`src/rtl/kst_pkg.sv`:
```
// Keyed statistics table: shared types, codes and constants.
// No dependencies; used by every file of the block.
`default_nettype none
package kst_pkg;

    localparam int TABLE_ENTRIES_DEF = 1024;
    localparam int SLOT_W   = 10;
    localparam int CALLS_W  = 48;

    localparam logic [1:0] FUNC_RECORD = 2'd0;
    localparam logic [1:0] FUNC_READ   = 2'd1;
    localparam logic [1:0] FUNC_CLEAR  = 2'd2;

    localparam logic [2:0] ST_UPDATED   = 3'd0;
    localparam logic [2:0] ST_INSERTED  = 3'd1;
    localparam logic [2:0] ST_FULL      = 3'd2;
    localparam logic [2:0] ST_IGNORED   = 3'd3;
    localparam logic [2:0] ST_READ_OK   = 3'd4;
    localparam logic [2:0] ST_READ_NONE = 3'd5;
    localparam logic [2:0] ST_CLEARED   = 3'd6;

    typedef enum logic [1:0] {
        OP_RECORD,
        OP_READ,
        OP_CLEAR,
        OP_IGNORE
    } op_t;

    typedef struct packed {
        op_t         op;
        logic [31:0] user_id;
        logic [31:0] db_id;
        logic [63:0] query_id;
        logic [31:0] elapsed_us;
        logic [31:0] row_count;
        logic [9:0]  slot_index;
    } cmd_t;

    typedef struct packed {
        logic [31:0]        user_id;
        logic [31:0]        db_id;
        logic [63:0]        query_id;
        logic [CALLS_W-1:0] calls;
        logic [63:0]        total_us;
        logic [31:0]        min_us;
        logic [31:0]        max_us;
        logic [63:0]        rows_total;
    } entry_t;

    typedef struct packed {
        logic [2:0]        status;
        logic [SLOT_W-1:0] slot;
        entry_t            entry;
    } result_t;

    typedef enum logic [1:0] {
        B_IDLE,
        B_RD,
        B_CMP
    } bstate_t;

endpackage
`default_nettype wire

```
`src/rtl/kst_front.sv`:
```
// Keyed statistics table front end: accepts transactions, classifies them
// and holds them in a two-entry queue for the back end. Uses kst_pkg.
`default_nettype none
module kst_front (
    input  wire logic          aclk,
    input  wire logic          aresetn,
    input  wire logic          s_valid,
    output logic               s_ready,
    input  wire logic [1:0]    s_func,
    input  wire logic [31:0]   s_user_id,
    input  wire logic [31:0]   s_db_id,
    input  wire logic [63:0]   s_query_id,
    input  wire logic [31:0]   s_elapsed_us,
    input  wire logic [31:0]   s_row_count,
    input  wire logic [9:0]    s_slot_index,
    output logic               q_valid,
    output kst_pkg::cmd_t      q_cmd,
    input  wire logic          q_pop
);

    kst_pkg::cmd_t fifo_reg [2];
    logic          wr_ptr_reg, wr_ptr_next;
    logic          rd_ptr_reg, rd_ptr_next;
    logic [1:0]    count_reg, count_next;
    kst_pkg::cmd_t cmd_in;
    logic          push;

    always_comb begin
        cmd_in.user_id    = s_user_id;
        cmd_in.db_id      = s_db_id;
        cmd_in.query_id   = s_query_id;
        cmd_in.elapsed_us = s_elapsed_us;
        cmd_in.row_count  = s_row_count;
        cmd_in.slot_index = s_slot_index;
        case (s_func)
            kst_pkg::FUNC_RECORD: begin
                // zero query id is untracked
                cmd_in.op = (s_query_id == 64'd0) ? kst_pkg::OP_IGNORE : kst_pkg::OP_RECORD;
            end
            kst_pkg::FUNC_READ:  cmd_in.op = kst_pkg::OP_READ;
            kst_pkg::FUNC_CLEAR: cmd_in.op = kst_pkg::OP_CLEAR;
            default:             cmd_in.op = kst_pkg::OP_IGNORE;
        endcase
    end

    assign s_ready = (count_reg != 2'd2);
    assign push    = s_valid && s_ready;
    assign q_valid = (count_reg != 2'd0);
    assign q_cmd   = fifo_reg[rd_ptr_reg];

    always_comb begin
        wr_ptr_next = push  ? ~wr_ptr_reg : wr_ptr_reg;
        rd_ptr_next = q_pop ? ~rd_ptr_reg : rd_ptr_reg;
        count_next  = count_reg + 2'(push) - 2'(q_pop);
    end

    always_ff @(posedge aclk) begin
        if (!aresetn) begin
            wr_ptr_reg <= 1'b0;
            rd_ptr_reg <= 1'b0;
            count_reg  <= 2'd0;
        end else begin
            wr_ptr_reg <= wr_ptr_next;
            rd_ptr_reg <= rd_ptr_next;
            count_reg  <= count_next;
        end
    end

    always_ff @(posedge aclk) begin
        if (push) begin
            fifo_reg[wr_ptr_reg] <= cmd_in;
        end
    end

endmodule
`default_nettype wire

```
`config.mk`:
```
export PLATFORM = sky130hd
export DESIGN_NAME = kst_front
export DESIGN_NICKNAME = d
export VERILOG_FILES = /design/src/rtl/kst_pkg.sv /design/src/rtl/kst_front.sv
export SDC_FILE = /design/constraint.sdc
export NUM_CORES = 1
export LEC_CHECK = 0
export BUFFER_PORTS_ARGS = -buffer_cell sky130_fd_sc_hd__buf_4
export CAP_MARGIN = 20
export CORE_UTILIZATION = 45
export DETAILED_ROUTE_END_ITERATION = 10
export GPL_ROUTABILITY_DRIVEN = 0
export PLACE_DENSITY_LB_ADDON = 0.08
export SLEW_MARGIN = 25
export SYNTH_ARGS = -nofsm -noshare
export SYNTH_HDL_FRONTEND = slang
export SYNTH_SLANG_ARGS = --single-unit
```
`constraint.sdc`:
```
create_clock -name aclk -period 13.2 [get_ports aclk]
set_input_delay 1.32 -clock aclk [delete_from_list [all_inputs] [get_ports aclk]]
set_output_delay 1.32 -clock aclk [all_outputs]
set_load 0.02 [all_outputs]
```
==> results <==
- The run finished with clean final reports.
- The flop and latch count out of synthesis is 413.
- The internal power is 2.66 mW.
- In the post-synthesis netlist, the biggest area contributors are edfxtp_1, mux2_2, buf_4, dfxtp_1, nor4_1.
- In this run the critical register-to-register path is launched from count_reg[0].
- The pin count of the biggest net entering global routing is 60.
- The dominant cell type by area after synthesis is edfxtp_1.
- The worst path in the final design needs a cycle of 4.71 ns, including I/O delays and setup.
- The endpoint class of the critical path is a primary output.
- The count of flip-flops with a built-in enable after synthesis is 408.
- The number of routed nets with antenna violations is 0.
- The filler cell count in the final layout is 2,510.
- The total number of yosys warnings is 0.
- Among all stages on the critical path, the largest delay is contributed by dfxtp_4.
- The commonest cells after synthesis are edfxtp_1, mux2_2, buf_4.
- The average via count per standard cell is 4.93.
- The worst hold path begins at rd_ptr_reg.
- The total iterations of the first detailed-routing run is 4.
- The starting DRC count in detailed routing is 315.
- After floorplanning, the core was sized to cover 32,800 um^2.
- Counting instances, the worst hold path has a depth of 2.
- In this run the cell area of the synthesized design comes to 15,100 um^2.
- In the final timing run, aggregate negative setup slack is 0 ns.
- The diode insertion count for antenna repair is 0.
- The share of synthesized area in the top cell type comes to 81.2%.
- The maximum count of clock buffers along a single path is 3.
- Measured along the y axis, the die boundary spans 185 um.
- After technology mapping, the gate count stands at 682.
- The normalized max-slew margin is 44.2%.
- The peak fanout along the critical path is 57.
- The fraction of power consumed by sequential logic is 48.2%.
- The number of failing hold endpoints at the final stage was 0.
- The post-route netlist has 59.2% of its cells at a drive strength greater than 1.
- The post-detailed-placement half-perimeter wirelength is 23,400 um.
- The total overflow left after global routing is 0.
- Traced cell by cell, the critical path runs through buf_4 > buf_4 > mux2_2 > buf_4.
- The H-tree generated during clock tree synthesis spans 2 levels.
- The most numerous cell type found on the critical path is buf_4.
- Once the floorplan was initialized, standard cells occupied 46.0% of the core.
- The register clock-pin slew on the reported worst setup and hold paths is 0.06 ns.
- The worst flop-to-flop path endpoint is fifo_reg[1][150].
- The slack of the worst reg-to-reg path is 10.23 ns.
- The library cell with the highest instance count after synthesis is edfxtp_1.
- The portion of the post-synthesis area used by sequential elements is 81.8%.
- The placed instances occupy a cell area of 18,700 um^2.
- Power spread over the standard cell area amounts to 180 nW/um^2.
- Counting distinct cell types in the post-synthesis netlist gives 19.
- The worst setup path is of the reg2out kind.
- The number of buffers added by the clock tree synthesis step is 42.
- Setup repair after global routing left no endpoint under its margin.
- For the worst setup path, the data required time is 11.88 ns.
- The post-cts resize count is 0.
- After layout, the design draws a total of 3.60 mW.
- The fraction of power spent switching nets is 26.2%.
- Per report_power, the combinational group accounts for 20.6% of the total.
- The standby leakage power is 7.38 nW.
- The routed wirelength normalized by instance count is 21.3 um.
- At the placement stage, the worst setup path has a slack of 8.94 ns.
- The actual slew at the worst max-slew pin is 0.837 ns.
- The first global-routing pass estimated 48,100 um of wire.
- The switching power total is 0.943 mW.
- In this run, the clock network consumes 31.2% of the power.
- The final worst slack is 8.49 ns.
- The worst-skew pair later-pin latency is 0.53 ns.
- For this run, the leading register cell type out of synthesis is edfxtp_1.
- The total of endpoints with negative setup slack in the final report is 0.
- The worst setup path is launched from a register.
- CTS saw 413 sinks.
- Timing would allow up to 0.212 GHz.
- The final worst-path cycle share is 35.7%.
- Data arrives at the worst endpoint at 3.39 ns.
- The final route contains 7,893 vias.
- The async set-or-reset flop fraction in the synthesized netlist is 0%.
- The via count of the first global-routing pass is 8,098.
- The die area is 34,300 um^2.
- Global routing used 19.4% of the available tracks across all layers.
- The worst register-to-register path has a depth of 4.
- The clock tree skew after final layout is 0.00928 ns.
- The count of boundary I/O pins is 414.
- The initialized floorplan defines 66 standard-cell rows.
- The horizontal die dimension is 185 um.
- The tightest min-delay check is of the reg2reg type.
- The post-layout instance area is 20,000 um^2.
- The max-capacitance violation count is 0.
- For this run, design rule violations remaining after detail routing come to 0.
- The number of flip-flops in the largest register is 408.
- TritonCTS built the clock tree.
- Buffers inserted to repair hold after CTS numbered 0.
- Post-CTS timing repair inserted 0 buffers for setup.
- The initial antenna violation count is 0.
- The largest single stage delay on the critical path is 0.77 ns.
- The area growth from synthesis to layout is 32.5%.
- The worst supply voltage drop on vdd is 0.127 mV.
- The total nets after synthesis is 892.
- The count of pins over their slew limit came to 0.
- The post-synthesis average cell area is 22.1 um^2.
- Buffers placed on the I/O ports in this run total 413.
- The total wire length is 34,100 um.
- The layout net count is 1,336.
- The cell sitting at the root of the clock tree is a clkbuf_16.
==> worst max-delay path, delay by kind of cell, from the launching register on <==
kind | cells | cell delay [ns]
DFF | 1 | 0.77
buffers and inverters | 3 | 1.58
muxes | 1 | 0.42
==> per-layer routing <==
layer | vias up | share of wire, % | GRT usage, % | routed length (um)
li1 | 3637 | - | - | -
met1 | 3874 | 37 | 22.4 | 12700
met2 | 317 | 50 | 32.4 | 16900
met3 | 65 | 9.2 | 6.80 | 3120
met4 | 0 | 3.9 | 9.16 | 1330
met5 | - | 0 | 0 | 0
==> area by class of cell <==
class	count	area (um^2)	share of cell area (%)
Tap cell	442	553	2.77
Sequential cell	413	12400	61.8
Timing Repair Buffer	423	3180	15.9
Multi-Input combinational cell	243	2590	12.9
Clock buffer	57	1170	5.86
Clock inverter	19	139	0.695
Inverter	3	11.3	0.0563
==> logic make-up after synthesis <==
group                      Yosys count  synth area share, %
adders and majority gates            2                0.166
xor gates and xnor gates             4                0.232
DFF                                413                 81.8
and+or+nand+nor                     31                 1.33
muxes                              204                 15.2
buffers and inverters               26                 1.10
AOI/OAI and AO/OA                    2               0.0995
==> per-stage QoR <==
step           utilization (%)  cells  hold WS, ns
6_report                  61.0   1600        0.582
5_1_grt                   61.0   1600        0.619
4_1_cts                   61.0   1600        0.595
3_5_place_dp              57.0   1524        0.586
3_3_place_gp              57.0   1524        0.568
2_1_floorplan                -    682        0.555
==> placed cells by master (no fill, tap or decap), drive strengths merged <==
| cell | synthesis | layout |
|---|---|---|
| dfxtp | 5 | 5 |
| nor4 | 17 | 17 |
| clkbuf | 0 | 57 |
| and2 | 5 | 5 |
| edfxtp | 408 | 408 |
| nor2 | 1 | 1 |
| xor2 | 1 | 1 |
| bufinv | 0 | 2 |
| mux2 | 204 | 204 |
| clkinv | 0 | 16 |
| xnor2 | 3 | 3 |
| buf | 23 | 423 |
| ha | 2 | 2 |
| inv | 3 | 4 |
| nand2 | 1 | 1 |
| nand2b | 1 | 1 |
| a21o | 2 | 2 |
| or2 | 1 | 1 |
| nand4 | 4 | 4 |
| and3 | 1 | 1 |
==> power by group through the flow <==
stage | sequential [mW] | clock [mW] | combinational (mW)
after floorplan | 1.80 | 0 | 0.424
after CTS | 1.74 | 1.15 | 0.755
after global placement | 1.76 | 0 | 0.749
after global routing | 1.75 | 1.20 | 0.792
final | 1.74 | 1.12 | 0.742
after detailed placement | 1.77 | 0 | 0.751
==> worst max path at each step <==
stage | start | slack (ns) | end
after CTS | register | 8.37 | q_cmd[107]
after floorplan | s_valid | 2.55 | fifo_reg[0][0]
final | register | 8.49 | q_cmd[58]
after global routing | register | 8.27 | q_cmd[90]
after detailed placement | register | 8.94 | q_cmd[99]
after global placement | register | 9.01 | q_cmd[97]
Power figures use the tool's default switching activity.
